### src/ctk_pkg.sv
// Package: shared types, character codes, classifiers and the keyword list.
package ctk_pkg;

  localparam int KW_COUNT = 15;

  localparam logic [2:0] K_DELIM = 3'd0;
  localparam logic [2:0] K_OPER  = 3'd1;
  localparam logic [2:0] K_INT   = 3'd2;
  localparam logic [2:0] K_FLOAT = 3'd3;
  localparam logic [2:0] K_KWORD = 3'd4;
  localparam logic [2:0] K_IDENT = 3'd5;
  localparam logic [2:0] K_UNKN  = 3'd6;
  localparam logic [2:0] K_LINES = 3'd7;

  localparam logic [7:0] CH_SLASH = 8'h2f;
  localparam logic [7:0] CH_DOT   = 8'h2e;
  localparam logic [7:0] CH_UNDER = 8'h5f;
  localparam logic [7:0] CH_LPAR  = 8'h28;
  localparam logic [7:0] CH_SEMI  = 8'h3b;
  localparam logic [7:0] CH_PLUS  = 8'h2b;
  localparam logic [7:0] CH_SPACE = 8'h20;
  localparam logic [7:0] CH_TAB   = 8'h09;
  localparam logic [7:0] CH_NL    = 8'h0a;

  // Keywords, first character in the top byte, zero padded.
  localparam logic [63:0] KW_WORDS [KW_COUNT] = '{
    {"void", 32'h0}, {"int", 40'h0}, {"float", 24'h0}, {"double", 16'h0},
    {"short", 24'h0}, {"long", 32'h0}, {"if", 48'h0}, {"else", 32'h0},
    {"switch", 16'h0}, {"case", 32'h0}, {"break", 24'h0}, {"return", 16'h0},
    {"main", 32'h0}, {"static", 16'h0}, {"goto", 32'h0}
  };

  // Token header passed from scanner to resolver.
  typedef struct packed {
    logic [2:0]  kind;
    logic [7:0]  first;
    logic [5:0]  len;
    logic        cut;
    logic [15:0] line;
    logic        ident;
    logic        clr;
    logic        last;
  } hdr_t;

  typedef struct packed {
    logic [2:0]  token_kind;
    logic [7:0]  first_char;
    logic [5:0]  lexeme_length;
    logic        lexeme_truncated;
    logic [3:0]  keyword_index;
    logic [5:0]  symbol_index;
    logic        symbol_added;
    logic        table_full;
    logic [15:0] line_value;
    logic        last;
  } out_item_t;

  function automatic logic is_digit(input logic [7:0] c);
    return c >= "0" && c <= "9";
  endfunction

  function automatic logic is_alpha(input logic [7:0] c);
    return (c >= "a" && c <= "z") || (c >= "A" && c <= "Z");
  endfunction

  function automatic logic is_delim(input logic [7:0] c);
    return c == CH_LPAR || c == ")" || c == "{" || c == "}" || c == "[" ||
           c == "]" || c == CH_SEMI || c == ",";
  endfunction

  function automatic logic is_oper(input logic [7:0] c);
    return c == CH_PLUS || c == "=" || c == "-" || c == "*" || c == CH_SLASH ||
           c == "<" || c == ">";
  endfunction

endpackage

### src/ctk_front.sv
// Scanner: groups bytes into lexemes and queues token jobs.
module ctk_front #(
  parameter int MAX_LEXEME = 49,
  parameter int KEEP = 19,
  parameter int CW = 6
) (
  input  logic                   clk,
  input  logic                   rst,
  input  logic                   take,
  input  logic [7:0]             c,
  input  logic                   eoi,
  output logic [1:0]             push_n,
  output ctk_pkg::hdr_t          h0,
  output ctk_pkg::hdr_t          h1,
  output logic [CW-1:0]          cnt0,
  output logic [KEEP-1:0][7:0]   ch0
);
  typedef enum logic [2:0] {M_IDLE, M_NUMBER, M_IDENT, M_SLASH, M_COMMENT} mode_t;

  mode_t               mode, mode_next;
  logic [CW-1:0]       cnt, cnt_next;
  logic                cut, cut_next;
  logic                dot, dot_next;
  logic [15:0]         line, line_next;
  logic [KEEP-1:0][7:0] lex, lex_next;

  ctk_pkg::hdr_t fin, ib;
  logic          fin_v, ib_v, do_idle;

  function automatic ctk_pkg::hdr_t mk(input logic [2:0] k, input logic [7:0] f,
                                       input logic [5:0] l, input logic ct,
                                       input logic [15:0] ln);
    ctk_pkg::hdr_t h;
    h = '0;
    h.kind = k;
    h.first = f;
    h.len = l;
    h.cut = ct;
    h.line = ln;
    return h;
  endfunction

  always_comb begin
    mode_next = mode;
    cnt_next = cnt;
    cut_next = cut;
    dot_next = dot;
    line_next = line;
    lex_next = lex;
    fin_v = 1'b0;
    ib_v = 1'b0;
    do_idle = 1'b0;
    fin = mk(ctk_pkg::K_OPER, ctk_pkg::CH_SLASH, 6'd1, 1'b0, line);
    ib = mk(ctk_pkg::K_UNKN, c, 6'd1, 1'b0, line);
    if (mode == M_NUMBER || mode == M_IDENT) begin
      fin = mk(dot ? ctk_pkg::K_FLOAT : ctk_pkg::K_INT, lex[0], 6'(cnt), cut, line);
      fin.ident = mode == M_IDENT;
    end
    if (eoi) begin
      fin_v = mode == M_NUMBER || mode == M_IDENT || mode == M_SLASH;
      if (mode == M_COMMENT && line != 16'hffff) line_next = line + 16'd1;
      ib_v = 1'b1;
      ib = mk(ctk_pkg::K_LINES, 8'd0, 6'd0, 1'b0, line_next - 16'd1);
      ib.clr = 1'b1;
      mode_next = M_IDLE;
      cnt_next = '0;
      cut_next = 1'b0;
      dot_next = 1'b0;
      line_next = 16'd1;
    end else begin
      unique case (mode)
        M_COMMENT: begin
          if (c == ctk_pkg::CH_NL) begin
            if (line != 16'hffff) line_next = line + 16'd1;
            mode_next = M_IDLE;
          end
        end
        M_SLASH: begin
          if (c == ctk_pkg::CH_SLASH) mode_next = M_COMMENT;
          else begin
            fin_v = 1'b1;
            do_idle = 1'b1;
          end
        end
        M_NUMBER, M_IDENT: begin
          if ((mode == M_NUMBER && (ctk_pkg::is_digit(c) || c == ctk_pkg::CH_DOT)) ||
              (mode == M_IDENT && (ctk_pkg::is_alpha(c) || ctk_pkg::is_digit(c) ||
                                   c == ctk_pkg::CH_UNDER))) begin
            if (c == ctk_pkg::CH_DOT) dot_next = 1'b1;
            if (int'(cnt) < MAX_LEXEME) begin
              if (int'(cnt) < KEEP) lex_next[$clog2(KEEP)'(cnt)] = c;
              cnt_next = cnt + CW'(1);
            end else cut_next = 1'b1;
          end else begin
            fin_v = 1'b1;
            do_idle = 1'b1;
          end
        end
        default: do_idle = 1'b1;
      endcase
      if (do_idle) begin
        mode_next = M_IDLE;
        if (c == ctk_pkg::CH_SLASH) mode_next = M_SLASH;
        else if (c == ctk_pkg::CH_SPACE || c == ctk_pkg::CH_TAB) begin
        end else if (c == ctk_pkg::CH_NL) begin
          if (line != 16'hffff) line_next = line + 16'd1;
        end else if (ctk_pkg::is_delim(c)) begin
          ib_v = 1'b1;
          ib.kind = ctk_pkg::K_DELIM;
        end else if (ctk_pkg::is_oper(c)) begin
          ib_v = 1'b1;
          ib.kind = ctk_pkg::K_OPER;
        end else if (ctk_pkg::is_digit(c) || ctk_pkg::is_alpha(c) ||
                     c == ctk_pkg::CH_UNDER) begin
          mode_next = ctk_pkg::is_digit(c) ? M_NUMBER : M_IDENT;
          lex_next = '0;
          lex_next[0] = c;
          cnt_next = CW'(1);
          cut_next = 1'b0;
          dot_next = 1'b0;
        end else ib_v = 1'b1;
      end
    end
    fin.last = !ib_v;
    ib.last = 1'b1;
  end

  always_comb begin
    push_n = take ? 2'(fin_v) + 2'(ib_v) : 2'd0;
    h0 = fin_v ? fin : ib;
    h1 = ib;
    cnt0 = cnt;
    ch0 = lex;
  end

  always_ff @(posedge clk) begin
    if (rst) begin
      mode <= M_IDLE;
      cnt <= '0;
      cut <= 1'b0;
      dot <= 1'b0;
      line <= 16'd1;
    end else if (take) begin
      mode <= mode_next;
      cnt <= cnt_next;
      cut <= cut_next;
      dot <= dot_next;
      line <= line_next;
    end
    if (take) lex <= lex_next;
  end
endmodule

### config.mk
export PLATFORM = sky130hd
export DESIGN_NAME = ctk_front
export DESIGN_NICKNAME = d
export VERILOG_FILES = /design/src/ctk_pkg.sv /design/src/ctk_front.sv
export SDC_FILE = /design/constraint.sdc
export NUM_CORES = 1
export LEC_CHECK = 0
export BUFFER_PORTS_ARGS = -buffer_cell sky130_fd_sc_hd__buf_2
export CORE_ASPECT_RATIO = 1.4
export CORE_MARGIN = 2
export CORE_UTILIZATION = 45
export DETAILED_ROUTE_END_ITERATION = 16
export GPL_TIMING_DRIVEN = 1
export PLACE_DENSITY = 0.68
export SLEW_MARGIN = 10
export SYNTH_ARGS = -nofsm -noshare
export SYNTH_HDL_FRONTEND = slang
export SYNTH_SLANG_ARGS = --single-unit
### constraint.sdc
create_clock -name clk -period 17.51 [get_ports clk]
set_input_delay 1.751 -clock clk [delete_from_list [all_inputs] [get_ports clk]]
set_output_delay 1.751 -clock clk [all_outputs]
set_load 0.05 [all_outputs]
# Word level (Yosys, flattened, before mapping)
# Index checks and enable logic that the tools add are counted.
dict set report totals {
  ff_bits 179
  in_bits 12
  out_inout_bits 234
  wordCells 195
}
dict set report op_classes {
  add_sub_neg 4
  n_lt_le_gt_ge 10
  n_eq_ne 27
  n_mux 96
  n_bitwise 1
  n_reduce_logical 33
}
# op count
set ops {}
lappend ops {{two-way mux 152 bit} 11}
lappend ops {{two-way mux 16 bit} 11}
lappend ops {{bitwise mux 152 bit} 1}
lappend ops {{== test 8 x 6 -> 1 bit (second input constant)} 13}
lappend ops {{two-way mux 6 bit} 11}
lappend ops {{demux 8 bit (select 5 bit)} 1}
lappend ops {{== test 8 x 7 -> 1 bit (second input constant)} 5}
lappend ops {{two-way mux 37 bit} 1}
lappend ops {{two-way mux 36 bit} 1}
lappend ops {{two-way mux 1 bit} 35}
lappend ops {{two-way mux 34 bit} 1}
lappend ops {{two-way mux 3 bit} 11}
lappend ops {{logical OR 1 bit} 21}
lappend ops {{adder 16 x 1 -> 16 bit (second input constant)} 1}
lappend ops {{== test 8 x 4 -> 1 bit (second input constant)} 2}
lappend ops {{>= comparator 8 x 7 -> 1 bit (second input constant)} 2}
lappend ops {{less-or-equal comparator 8 x 7 -> 1 bit (second input constant)} 2}
lappend ops {{two-way mux 2 bit} 8}
lappend ops {{!= test 16 bit (second input constant)} 1}
lappend ops {{subtractor 16 x 1 -> 16 bit (second input constant)} 1}
lappend ops {{>= comparator 8 x 6 -> 1 bit (second input constant)} 1}
lappend ops {{less-or-equal comparator 8 x 6 -> 1 bit (second input constant)} 1}
lappend ops {{two-way mux 8 bit} 1}
lappend ops {{!= test 4 x 2 -> 1 bit (second input constant)} 2}
lappend ops {{19 further kinds} 26}

# Logic depth before layout (Yosys ltp)
dict set report logic_depth {
  word_depth 17
  ltp_mapped 12
}

# Worst setup path before layout
# OpenSTA, ideal clock, no wires.
dict set report synth_timing {
  path_type {input port to flip-flop}
  from {input port eoi}
  to {register line[4]}
  setup_ns 0.070
  arrival_time_ns 10.574
  required_time_ns 17.440
  slack_ns 6.866
  path_stages 5
  path_buffers 1
  path_cell_list {clkbuf_1 nor2_1 nand2_1 or3_1 a21oi_1}
}
dict set report synth_between {
  elab_chain_len 1
}
# element line_no
set synth_rtl {}
lappend synth_rtl {{start, declared} ctk_front.sv:11} ;# input logic eoi,
lappend synth_rtl {{two-way mux 16 bit} ctk_front.sv:59} ;# if (eoi) begin
lappend synth_rtl {{end signal, assigned} ctk_front.sv:148} ;# line <= line_next;
lappend synth_rtl {{end, declared} ctk_front.sv:24} ;# logic [15:0] line, line_next;
# Every way passes these cells.
# A chain may end at the register's enable or synchronous reset.

==> results.sh <==
export IMPL_met1_length_mm=13.12
export IMPL_antennaDiodeCount=0
export IMPL_grt_pass1_vias=8560
export IMPL_seqCellArea_um2=5105
export IMPL_crit_path_frequent_cell="buf_2"
export IMPL_ioPinCount=246
export IMPL_die_x_um=132.7
export IMPL_fin_tns_setup_ns=0
export IMPL_cts_buffers=17
export IMPL_period_minus_slack_ns=6.772
export IMPL_rsz0062_at_grt="false"
export IMPL_skew_ns=0.01264
export IMPL_drt_iter0_markers=853
export IMPL_max_vdd_ir_drop_v=0.00007723
export IMPL_synth_edf_count=152
export IMPL_cts_hold_buf=0
export IMPL_dr_pass1_iters=6
export IMPL_path_clk_slew_ns=0.06
export IMPL_tightest_slew_ns=1.169
export IMPL_dieArea_um2=24430
export IMPL_clock_path_buffers=2
export IMPL_fp_row_count=65
export IMPL_cp_required_ns=15.76
export IMPL_ys_seq_area_share_pct=48.93
export IMPL_nFillCells=2140
export IMPL_critPathMaxStageDelay_ns=0.97
export IMPL_cts_sinks=179
export IMPL_grt_antenna_before_repair=0
export IMPL_drv_slew=0
export IMPL_crit_type="in2out"
export IMPL_endpoint_kind="output pin"
export IMPL_overflow=0
export IMPL_die_h_um=184.2
export IMPL_htreeDepth=4
export IMPL_core_um2=22690
export IMPL_async_reset_ff_share_pct=0
export IMPL_path_max_fanout=16
export IMPL_drv_cap=0
export IMPL_grt_pass1_wl_mm=48.98
export IMPL_syn_cell_area_um2=10430
export IMPL_track_usage_pct=25.64
export IMPL_setup_viol=0
export IMPL_relSlewSlack_pct=21.76
export IMPL_routed_wl_mm=32.18
export IMPL_cts_resized=0
export IMPL_finalHoldViolCount=0
export IMPL_min_path_type="reg2reg"
export IMPL_met3_length_mm=1.987
export IMPL_grt_max_degree=85
export IMPL_timing_final_crit_share_pct=38.67
export IMPL_initial_utilization_pct=45.98
export IMPL_powerDensity_nw_per_um2=85.18
export IMPL_gp_congestion=0.9107
export IMPL_synth_avg_cell_area_um2=9.365
export IMPL_syn_instance_count=1114
export IMPL_yosys_most_used_dff="edfxtp_1"
export IMPL_ys_seq_elements=179
export IMPL_top_layer="met4"
export IMPL_multiInputGateArea_um2=4796
export IMPL_syn_to_final_growth_pct=16.39
export IMPL_met2_length_mm=16.19
export IMPL_arrival_ns=5.02
export IMPL_worst_setup_path_start_kind="primary input"
export IMPL_dp_hpwl_mm=22.13
export IMPL_nNetsFinal=1295
export IMPL_cts_tree="yes"
export IMPL_viasPerCell=5.933
export IMPL_path_cells="buf_2, or4_1, o21a_1, a21oi_1, o21ai_0, a21o_1, nor2_1, and2_1, buf_2"
export IMPL_ys_types=85
export IMPL_clkLatencyLatePin_ns=0.44
export IMPL_portBuffers=237
export IMPL_fmax_mhz=147.7
export IMPL_vias=9421
export IMPL_routedWlPerCell_um=20.26
export IMPL_ys_warn_count=0
export IMPL_clock_root_buffer="clkbuf_16"
export IMPL_postRouteAntennaNets=0
export IMPL_crit_path_top_delay_cell="nor2_1"
export IMPL_placed_cells=1557
export IMPL_instances_no_fill=1588
export IMPL_drive_gt1_share_pct=24.32
export IMPL_status="finished, final reports clean"
export IMPL_drcViolationCount=0
export IMPL_post_cts_setup_buffers=0
export IMPL_p_leak_nw=4.710
metrics by stage:
| stage | utilization (%) | power, mW | hold slack (ns) | setup slack [ns] | cell area [um2] |
|---|---|---|---|---|---|
| after floorplan | - | 0.6398 | 0.5075 | 6.866 | 10460 |
| after global placement | 51.13 | 0.6764 | 0.5498 | 10.78 | 11600 |
| after detailed placement | 51.13 | 0.6790 | 0.5531 | 10.78 | 11600 |
| after CTS | 53.52 | 1.039 | 0.5652 | 10.77 | 12140 |
| after global routing | 53.52 | 1.067 | 0.5931 | 10.58 | 12140 |
| final | 53.52 | 1.034 | 0.5703 | 10.74 | 12140 |
registers in the layout (all words and copies together), names as in the netlist:
| register | cells |
|---|---|
| ch0 | 152 |
| cnt0 | 6 |
| cut | 1 |
| dot | 1 |
| line | 16 |
| mode | 3 |
Yosys cell counts (all sizes together), types with 9 or more instances:
library cell,number,area [um2]
clkbuf,62,234.0
nand2,65,246.5
buf,48,256.5
nor4,12,87.58
inv,19,71.32
and3,22,142.6
xor2,11,96.34
a21oi,40,204.0
nor3,23,120.1
mux2,14,157.6
xnor2,21,183.9
nor2,66,247.7
or3,9,56.30
dfxtp,27,540.5
edfxtp,152,4564
nand3,182,933.4
and2,10,62.56
nor2b,9,56.30
o21ai,174,874.6
nand4,14,117.6
mux2i,11,110.1
cell usage in the layout (no fill, tap or decap), types with 9 or more instances in the layout:
master	n
dfxtp_1	27
inv_1	19
xnor2_1	21
and3_1	21
nand2_1	64
xor2_1	11
nand3_1	179
nand4_1	12
or3_1	9
mux2_2	13
nor4_1	10
mux2i_1	11
nor3_1	22
nor2b_1	9
o21ai_0	172
edfxtp_1	152
buf_2	237
and2_1	9
buf_4	9
nor2_1	65
a21oi_1	39
clkbuf_16	17
power breakdown:
group          internal, mW  total [mW]  switching, mW  leakage [nW]
logic                0.0346       0.175          0.140          2.79
registers             0.485       0.495        0.00977          1.67
clock network         0.196       0.365          0.169         0.251
total                 0.716        1.03          0.318          4.71
routing by layer:
metal,up-vias,GRT usage (%)
met3,57,4.015
met1,4513,32.73
met2,400,43.92
met4,0,9.677
li1,4451,-
met5,-,0
critical path: cells and delay by family:
family                 cells  cell delay [ns]
AOI/OAI and AO/OA          4             1.00
buffers and inverters      2             0.45
and+or+nand+nor            3             1.80
final cells by class:
type,instances,share of cell area (%)
clock inverters,11,0.8552
repair buffers,246,10.32
multi-input cells,812,39.50
flip-flops and latches,179,42.04
inverters,19,0.5873
well taps,301,3.101
clock buffers,20,3.596
logic make-up (layout without fill, tap and decap cells):
| family | count (synthesis) | in the layout | share of synthesized area (%) |
|---|---|---|---|
| and+or+nand+nor | 454 | 454 | 23.06 |
| other | 2 | 8 | 0.07199 |
| AOI/OAI and AO/OA | 285 | 285 | 16.34 |
| buffers and inverters | 129 | 296 | 5.385 |
| xor gates and xnor gates | 32 | 32 | 2.687 |
| DFF | 179 | 179 | 48.93 |
| muxes | 25 | 25 | 2.567 |
| adders and majority gates | 8 | 8 | 0.9595 |
worst paths after layout:
check	from	end	slack (ns)	cells after the start
worst max-delay path	c[0]	h0[23]	10.74	9
worst min-delay path	ch0[96]	ch0[96]	0.57	2
worst max register to register	mode[2]	cnt0[2]	13.72	7
worst min register to register	ch0[96]	ch0[96]	0.57	2
Power figures use the tool's default switching activity.
