File: src/ctk_queue.sv
// Queue: four-entry token queue, up to two pushes and one pop per cycle.
module ctk_queue #(
  parameter int W = 8
) (
  input  logic         clk,
  input  logic         rst,
  input  logic [1:0]   push_n,
  input  logic [W-1:0] wd0,
  input  logic [W-1:0] wd1,
  input  logic         pop,
  output logic         nonempty,
  output logic [W-1:0] rd,
  output logic [2:0]   level
);
  logic [W-1:0] ent [4];
  logic [1:0]   wp;
  logic [1:0]   rp;

  assign nonempty = level != 3'd0;
  assign rd = ent[rp];

  always_ff @(posedge clk) begin
    if (rst) begin
      wp <= 2'd0;
      rp <= 2'd0;
      level <= 3'd0;
    end else begin
      if (push_n != 2'd0) ent[wp] <= wd0;
      if (push_n == 2'd2) ent[wp + 2'd1] <= wd1;
      wp <= wp + push_n;
      if (pop) rp <= rp + 2'd1;
      level <= level + 3'(push_n) - 3'(pop);
    end
  end
endmodule

File: config.mk
export PLATFORM = sky130hd
export DESIGN_NAME = ctk_queue
export DESIGN_NICKNAME = d
export VERILOG_FILES = /design/src/ctk_queue.sv
export SDC_FILE = /design/constraint.sdc
export NUM_CORES = 1
export LEC_CHECK = 0
export ABC_AREA = 1
export BUFFER_PORTS_ARGS = -buffer_cell sky130_fd_sc_hd__buf_2
export CORE_MARGIN = 4
export CORE_UTILIZATION = 61
export CTS_CLUSTER_DIAMETER = 100
export CTS_CLUSTER_SIZE = 8
export DETAILED_ROUTE_END_ITERATION = 16
export GPL_TIMING_DRIVEN = 0
export PLACE_DENSITY = 0.82
export SLEW_MARGIN = 30
export SYNTH_ARGS = -nofsm -noshare
export SYNTH_HDL_FRONTEND = slang
export SYNTH_SLANG_ARGS = --single-unit
File: constraint.sdc
create_clock -name clk -period 4.2 [get_ports clk]
set_input_delay 0.21 -clock clk [delete_from_list [all_inputs] [get_ports clk]]
set_output_delay 0.21 -clock clk [all_outputs]
set_load 0.1 [all_outputs]
**Yosys cells after proc, flatten, opt, wreduce, memory -nomap -nowiden**

Memory sizes are Yosys's and may differ from the RTL's. A register that Yosys moved wholly into a read port is not among the register bits.
Index checks and enable logic that the tools add are counted.

- Register bits after elaboration: 7
- Output and inout bits: 12
- Bits in writable memories: 32
- Bits in read-only memories: 0
- Memories kept: 1
- Bits in latches: 0
- Logic and storage cells: 20
- Bits of input ports: 21

Memories:

| memory | depth | width | rd ports | clocked after Yosys merged registers in | wr ports | line | text |
|---|---|---|---|---|---|---|---|
| ent | 4 | 8 | 1 | 1 | 2 | 15 | `logic [W-1:0] ent [4];` |

- Add/subtract/negate cells: 5
- Equality and inequality tests: 1
- $lt $le $gt $ge: 0
- Reduce and logical (&&, ||, !) cells: 2
- Mux-type cells: 8
- Bitwise operators: 0
- Shift-type cells: 0
- Div/mod/pow operators: 0
- Multipliers: 0

Operators with widths:

| kind | count |
|---|---|
| 1-bit 2-to-1 mux | 6 |
| 2-bit by 1-bit adder with 2-bit output, second input constant | 2 |
| 2-bit 2-to-1 mux | 2 |
| 3-bit by 2-bit adder with 3-bit output | 1 |
| 3-bit nonzero test | 1 |
| 3-bit by 1-bit subtractor with 3-bit output | 1 |
| 2-bit adder | 1 |
| 2-bit == test, second input constant | 1 |
| 2-bit nonzero test | 1 |

**Logic depth before layout (Yosys ltp)**

Gate-level depths: netlist of the first run.

- Depth after elaboration: 4
- Depth in mapped cells: 10
- Depth with buffers taken out: 10

**Worst setup path before layout of the first run**

Ideal clock, no wire load.

- Path kind: reg2reg
- Start point: register level[0]
- End point: register level[2]
- Path buffers: 0
- Arrival: 2224 ps
- Required time: 4085 ps
- Stages on the path, launching flop included: 10
- Period minus slack after synthesis: 2339 ps
- Setup slack: 1861 ps
- Library setup time: 115 ps
- Cells stage by stage: dfxtp_1 -> inv_1 -> ha_1 -> inv_1 -> ha_1 -> fa_1 -> inv_1 -> nand2_1 -> a21oi_1 -> nor2_1

- Cells in the longest elaborated chain, start to end: 2

RTL lines:

| element | line | text |
|---|---|---|
| start: declaration | 13 | `output logic [2:0] level` |
| start signal: assignment | 32 | `level <= level + 3'(push_n) - 3'(pop);` |
| 3-bit by 2-bit adder with 3-bit output | 32 |  |
| 3-bit by 1-bit subtractor with 3-bit output | 32 |  |

Every way passes these cells.
A chain may end at the register's enable or synchronous reset.

==> impl_metrics.toml, run 1 <==
[critical_path]
cpMaxStageDelayCell = "sky130_fd_sc_hd__dfxtp_1"
setup_slack_of_the_most_critical_reg_to_reg_path_ps = 2190
cp_top_family = "buffers and inverters"
rr_startpoint = "wp[1]$_SDFF_PP0_"
worst_setup_path_start_kind = "flip-flop"
critical_path_buf_inv_count = 2
crit_path_max_incr_delay_ps = 430
timing.critical_path.fanout_max = 10
rr_worst_depth = 5
crit_chain = "clkbuf_1 > o21ai_0 > nand2_1 > buf_2"
setup.worst_path.class = "flip-flop to output port"
cp.required_ps = 3990
worstSetupEndpointType = "output port"
arrival_time_at_the_worst_endpoint_ps = 1880
regToRegEndpoint = "ent[2][1]$_DFFE_PP_"

[yosys]
synth-seq-area-share_pct = 50.0
synth_fa_ha_area_share_pct = 3.07
synth_top_cell_by_area = "sky130_fd_sc_hd__edfxtp_1"
synthMuxAreaShare_pct = 0
post_synth_main_area_contributors = "sky130_fd_sc_hd__edfxtp_1 (42%), sky130_fd_sc_hd__nand2_1 (14%), sky130_fd_sc_hd__dfxtp_1 (7.9%)"
ys_async_sr_fraction_pct = 0
post_synth_edffs = 32
synth_cell_type_count = 20
synthCells = 265
synthXorXnorAreaFrac_pct = 0.384
synth_area_per_cell_um2 = 8.61
ys_ff_latch = 41
yosys.cell_count.top_type = "sky130_fd_sc_hd__nand2_1"
synth_flop_cell = "sky130_fd_sc_hd__edfxtp_1"
post_synthesis_compound_gate_area_fraction_pct = 8.33
synthesis.area_um2 = 2280
post_synth_and_or_nand_nor_area_fraction_pct = 29.3
ys.warnings.count = 0
netlist_top_cells_count = "sky130_fd_sc_hd__nand2_1 (88), sky130_fd_sc_hd__nand3_1 (35), sky130_fd_sc_hd__edfxtp_1 (32), sky130_fd_sc_hd__inv_1 (32), sky130_fd_sc_hd__o21ai_0 (14)"
combinational_family_with_the_most_area_after_synthesis = "simple AND/OR/NAND/NOR gates"
synth_top_area_share_pct = 42.1
synth_fp_nets = 291

[sta]
report.final.setup_viol = 0
max-slew-margin-rel_pct = 37.3
max_freq_ghz = 0.479
post_route_clock_period_utilization_pct = 49.7
setup_repair_after_global_routing_missed_its_margin = "no"
clock_skew_ps = 5.08
final_hold_violating_endpoints = 0
sum_of_negative_setup_slack_ps = 0
timing.final.crit_period_ps = 2090
report.final.slew_viol_count = 0
worst_pin_slew_ps = 934

[placement]
place_inst = 343
place.gp.congestion = 0.889
dp_hpwl_mm = 3.72
port-buffer-count = 32

[floorplan]
dieArea_um2 = 4780
starting_density_of_the_core_pct = 65.8
floorplan.die.height_um = 69.2
die_w_um = 69.2
num_rows = 21
io_pins = 33
core_region_area_um2 = 3470

[clocking]
cts_hold_buf = 0
clock_tree.htree_level_count = 2
clk_latency_ps = 290
clockBufferDepth = 2
postCtsSetupRepairBufs = 0
cts.sink_count = 41
cts_tree = "built"
cts_resized = 0
clk_root_buffer_cell = "sky130_fd_sc_hd__clkbuf_8"
clk_pin_slew_ps = 70
number_of_buffers_created_by_cts = 5

[global_route]
grt_pass1_wl_mm = 8.98
globalRouteTotalUtil_pct = 24.4
gr-total-overflow = 0
pin_count_of_the_biggest_net_entering_global_routing = 13
grt_pass1_vias = 1856
antenna_found_initial = 0

[power_and_ir_drop]
vdd_drop_max_uv = 308
static-leakage-power_nw = 1.21
p_per_cell_area_nw_per_um2 = 448
post-layout-total-power_mw = 1.17

[hold_path]
holdCritPathClass = "primary input to flip-flop"
worstHoldEndpoint = "rp[0]$_SDFFE_PP0P_"
worst_hold_path.num_cells = 2
hp-start = "pop"

[detailed_routing]
violation_count_after_the_first_detailed_routing_iteration = 247
detailroute.via_count = 1999
drtAntennaViolNets = 0
drt-wirelength-per-cell_um = 16.1
drc = 0
wire_length_reported_by_the_detailed_router_mm = 5.64
via_density_per_instance = 5.70
drtPass1Iterations = 5

[final_layout]
fin_cells = 351
final_net_count = 330
layout_cells_sized_above_1_pct = 19.3
area_growth_pct = 14.2
antenna_cells_inserted = 0

[flow_run]
cap_viol_max_count = 0

[status]
run_status = "completed"
[stage by stage]
step | worst slack, ps | hold WS [ps] | cell area (µm²) | util, %
floorplan | 1860 | 281 | 2280 | -
global placement | 1920 | 453 | 2500 | 72.1
detailed placement | 2200 | 456 | 2500 | 72.1
CTS | 2120 | 147 | 2610 | 75.1
global route | 2020 | 154 | 2610 | 75.1
finish | 2110 | 161 | 2610 | 75.1
[power by group]
group	switching, mW	total, mW	internal (mW)
registers	0.0139	0.485	0.471
logic	0.306	0.380	0.0747
clock network	0.127	0.303	0.175
total	0.447	1.17	0.721
[how the worst max path moves through the flow]
stage                   startpoint                   to  depth (start not counted)
6_report                 flip-flop                rd[0]                          4
3_3_place_gp      wp[1]$_SDFF_PP0_  ent[2][6]$_DFFE_PP_                          5
4_1_cts                  flip-flop                rd[0]                          4
5_1_grt                  flip-flop                rd[2]                          5
2_1_floorplan  level[0]$_SDFF_PP0_  level[2]$_SDFF_PP0_                          9
3_5_place_dp      wp[1]$_SDFF_PP0_  ent[2][5]$_DFFE_PP_                          5
[cell usage in the layout, fill, tap and decap left out, drive strengths merged]
cell type,instances
a21oi,12
inv,36
xor2,1
fa,1
ha,4
nor2,11
nand3,39
nand2,89
bufinv,1
o211ai,8
clkinv,1
edfxtp,32
dfxtp,9
buf,39
clkbuf,8
o21ai,14
[registers in the layout, summed over array words and instances (netlist names), named ones only]
register  cells
wp            2
ent          32
level         3
rp            2
[cell type report]
class / count / area, µm²
Sequential cell: 41 / 1140
Multi-Input combinational cell: 179 / 938
Timing Repair Buffer: 32 / 160
Clock buffer: 6 / 72.6
Clock inverter: 2 / 33.8
Inverter: 36 / 135
Tap cell: 46 / 57.6
Buffer: 9 / 67.6
Fill cell: 261 / 862
[cell families (layout without fill, tap and decap cells)]
| family | count (synthesis) | after routing |
|---|---|---|
| and+or+nand+nor | 139 | 139 |
| buffers and inverters | 45 | 85 |
| DFF | 41 | 41 |
| AOI/OAI and AO/OA | 34 | 34 |
| adders and majority gates | 5 | 5 |
| xor gates and xnor gates | 1 | 1 |
[metal layers]
layer | vias to the layer above | GRT usage [%] | wire length, µm
met5 | - | 0 | 0
met4 | 0 | 12.4 | 146
met3 | 15 | 6.54 | 588
met2 | 119 | 39.1 | 2720
met1 | 912 | 30.3 | 2180
li1 | 953 | - | -
Note: power is estimated with default switching activity, not from simulation.
==> run 2, diff against run 1 <==
--- a/config.mk
+++ b/config.mk
@@ -5,15 +5,15 @@
 export SDC_FILE = /design/constraint.sdc
 export NUM_CORES = 1
 export LEC_CHECK = 0
-export ABC_AREA = 1
+export ABC_AREA = 0
 export BUFFER_PORTS_ARGS = -buffer_cell sky130_fd_sc_hd__buf_2
 export CORE_MARGIN = 4
-export CORE_UTILIZATION = 61
+export CORE_UTILIZATION = 50
 export CTS_CLUSTER_DIAMETER = 100
 export CTS_CLUSTER_SIZE = 8
 export DETAILED_ROUTE_END_ITERATION = 16
 export GPL_TIMING_DRIVEN = 0
-export PLACE_DENSITY = 0.82
+export PLACE_DENSITY = 0.73
 export SLEW_MARGIN = 30
 export SYNTH_ARGS = -nofsm -noshare
 export SYNTH_HDL_FRONTEND = slang
==> constraint.sdc (replaced) <==
create_clock -name clk -period 1.9 [get_ports clk]
set_input_delay 0.095 -clock clk [delete_from_list [all_inputs] [get_ports clk]]
set_output_delay 0.095 -clock clk [all_outputs]
set_load 0.1 [all_outputs]
==> run 2 against run 1 <==
  * Utilization down 12 points
  * Register-to-register slack worse by 2100 ps
  * Routed wire length down 33%
  * First-iteration DRC count down 76%
  * Synthesized cell count down 51%
  * Clock power up 81%
  * Clock skew about the same
  * Cell count down 38%
  * Sequential share of layout area up 4.5 points
  * Power up 110%
==> impl_metrics.toml, run 2 <==
[placement]
dp_hpwl_mm = 2.65
port-buffer-count = 31
dp_worst_setup_slack_ps = -91.5
place.gp.congestion = 0.797

[power_and_ir_drop]
power.share.switching_pct = 37.9
vdd_drop_max_uv = 506
static-leakage-power_nw = 0.871
power_frac_seq_pct = 45.3
cellInternalPower_mw = 1.52
p_per_cell_area_nw_per_um2 = 1030
clkPwrFrac_pct = 22.3
combPwrFrac_pct = 32.4
switch_pwr_mw = 0.927

[global_route]
use_met3_pct = 4.57
global_route.usage.met2_pct = 27.1
busiest_layer = "met2"
globalRouteTotalUtil_pct = 16.1
grt_pass1_vias = 1226
grt_pass1_wl_mm = 6.12
pin_count_of_the_biggest_net_entering_global_routing = 13
gr-total-overflow = 0
grt_util_met1_pct = 19.9
antenna_found_initial = 0

[sta]
timing.final.crit_period_ps = 1780
report.final.setup_viol = 0
setup_repair_after_global_routing_missed_its_margin = "no"
post_route_clock_period_utilization_pct = 93.7
sum_of_negative_setup_slack_ps = 0
worst_pin_slew_ps = 803
final.setup.worst_slack_ps = 120
fin_worst_hold_slack_ps = 109
final_hold_violating_endpoints = 0
max-slew-margin-rel_pct = 46.4
max_freq_ghz = 0.562
clock_skew_ps = 5.54
report.final.slew_viol_count = 0

[clocking]
cts_tree = "built"
clk_pin_slew_ps = 80
clk_latency_ps = 290
number_of_buffers_created_by_cts = 5
cts.sink_count = 41
clockBufferDepth = 2
clk_root_buffer_cell = "sky130_fd_sc_hd__clkbuf_8"
clock_tree.htree_level_count = 2

[final_layout]
final_net_count = 194
finish.utilization_pct = 62.7
n_fill_cell = 288
storage_element_area_um2 = 1150
multi_input_comb_area_um2 = 858
antenna_cells_inserted = 0
area_growth_pct = 16.5
layout_cells_sized_above_1_pct = 57.4
layout_common_cells = "sky130_fd_sc_hd__mux2_2 (32), sky130_fd_sc_hd__edfxtp_1 (32), sky130_fd_sc_hd__buf_2 (31)"
largestRegisters = "ent: 32 flops, level: 3 flops"
largest_register = "ent"
largest_register_ff_count = 32

[yosys]
ys_async_sr_fraction_pct = 0
synth_top_cell_by_area = "sky130_fd_sc_hd__edfxtp_1"
synth_cell_type_count = 27
synth_area_per_cell_um2 = 15.6
ys_ff_latch = 41
synth_flop_cell = "sky130_fd_sc_hd__edfxtp_1"
netlist_top_cells_count = "sky130_fd_sc_hd__edfxtp_1 (32), sky130_fd_sc_hd__mux2_2 (32), sky130_fd_sc_hd__dfxtp_1 (9)"
synth_fp_nets = 157
ys.warnings.count = 0
synth_top_area_share_pct = 47.0
synth-seq-area-share_pct = 55.8
synthesis.area_um2 = 2040
synthCells = 131
post_synth_main_area_contributors = "sky130_fd_sc_hd__edfxtp_1 (47%), sky130_fd_sc_hd__mux2_2 (18%), sky130_fd_sc_hd__dfxtp_1 (8.8%)"
post_synth_edffs = 32

[detailed_routing]
violation_count_after_the_first_detailed_routing_iteration = 60
drt-wirelength-per-cell_um = 17.3
drc = 0
drtPass1Iterations = 4
wire_length_reported_by_the_detailed_router_mm = 3.76
drtAntennaViolNets = 0
via_density_per_instance = 5.41
detailroute.via_count = 1174

[critical_path]
rr_worst_depth = 3
arrival_time_at_the_worst_endpoint_ps = 1820
setup.worst_path.class = "flip-flop to flip-flop"
cp-endpoint = "ent[0][3]$_DFFE_PP_"
timing.critical_path.from = "wp[0]$_SDFF_PP0_"
worst_setup_path_start_kind = "flip-flop"
timing.critical_path.fanout_max = 8
rr_startpoint = "wp[0]$_SDFF_PP0_"
regToRegEndpoint = "ent[0][3]$_DFFE_PP_"
cp.required_ps = 1940
setup_slack_of_the_most_critical_reg_to_reg_path_ps = 120
worstSetupEndpointType = "flip-flop"

[hold_path]
holdCritPathClass = "primary input to flip-flop"
worst_hold_path.num_cells = 3

[floorplan]
dieArea_um2 = 5180
die_w_um = 71.9
floorplan.die.height_um = 71.9
io_pins = 33
core_region_area_um2 = 3800
starting_density_of_the_core_pct = 53.8
num_rows = 22

[flow_run]
cap_viol_max_count = 0

[status]
run_status = "completed"
-- run 2: cell types whose count changed in the layout (fill, tap and decap cells not counted), sizes merged, moves of 8 or more --
cell / change
mux2: +32
inv: -29
nand3: -39
o21ai: -14
nand2: -86
o211ai: -8
mux4: +8
a21oi: -12
-- run 2: through the flow --
stage / power [mW] / instance area, µm² / std cells
after floorplan: 1.78 / 2050 / 131
after global placement: 1.90 / 2270 / 210
after detailed placement: 1.93 / 2300 / 211
after CTS: 2.47 / 2380 / 218
after global routing: 2.57 / 2380 / 217
final: 2.45 / 2380 / 217
-- run 2: worst min-delay path by stage --
| stage | startpoint | endpoint |
|---|---|---|
| finish | pop | flip-flop |
| detailed placement | pop | flip-flop |
| global route | pop | rp[0]$_SDFFE_PP0P_ |
| CTS | pop | flip-flop |
| floorplan | pop | flip-flop |
| global placement | pop | flip-flop |
-- run 2: power by group through the flow --
| stage | sequential, mW | clock, mW | combinational [mW] |
|---|---|---|---|
| after global placement | 1.10 | 0 | 0.793 |
| final | 1.11 | 0.547 | 0.792 |
| after floorplan | 1.24 | 0 | 0.534 |
| after CTS | 1.10 | 0.558 | 0.807 |
| after global routing | 1.12 | 0.609 | 0.838 |
| after detailed placement | 1.11 | 0 | 0.817 |
-- run 2: final cells by class --
type | count | share of cell area [%]
Buffer | 5 | 1.73
Clock buffer | 6 | 3.05
Clock inverter | 2 | 0.420
Inverter | 7 | 1.10
Multi-Input combinational cell | 76 | 36.0
Sequential cell | 41 | 48.3
Tap cell | 48 | 2.52
Timing Repair Buffer | 32 | 6.83
-- run 2: logic make-up (layout without fill, tap and decap cells) --
logic type	after synthesis	in the layout	share of synthesized area, %
compound gates	5	5	2.02
mux	40	40	26.4
flops	41	41	55.8
buf+inv	14	52	3.67
fa+ha+maj	5	5	3.43
xor+xnor	6	6	2.57
simple gates	20	20	6.06
-- run 2: worst max-delay path: stages, from the launching register on --
cell	delay (ps)
sky130_fd_sc_hd__dfxtp_1	490
sky130_fd_sc_hd__nand2_1	170
sky130_fd_sc_hd__nor3_4	460
sky130_fd_sc_hd__mux2_2	400
-- run 2: layer usage --
layer	vias up	part of all wire (%)
li1	567	-
met1	573	42
met2	28	52
met3	6	5.1
met4	0	1.3
met5	-	0
-- run 2: timing repair --
action | in CTS | in global routing
buffers inserted | 0 | 0
hold buffers | 0 | 0
gates resized for setup | 3 | 1
setup endpoints to repair | 24 | 15
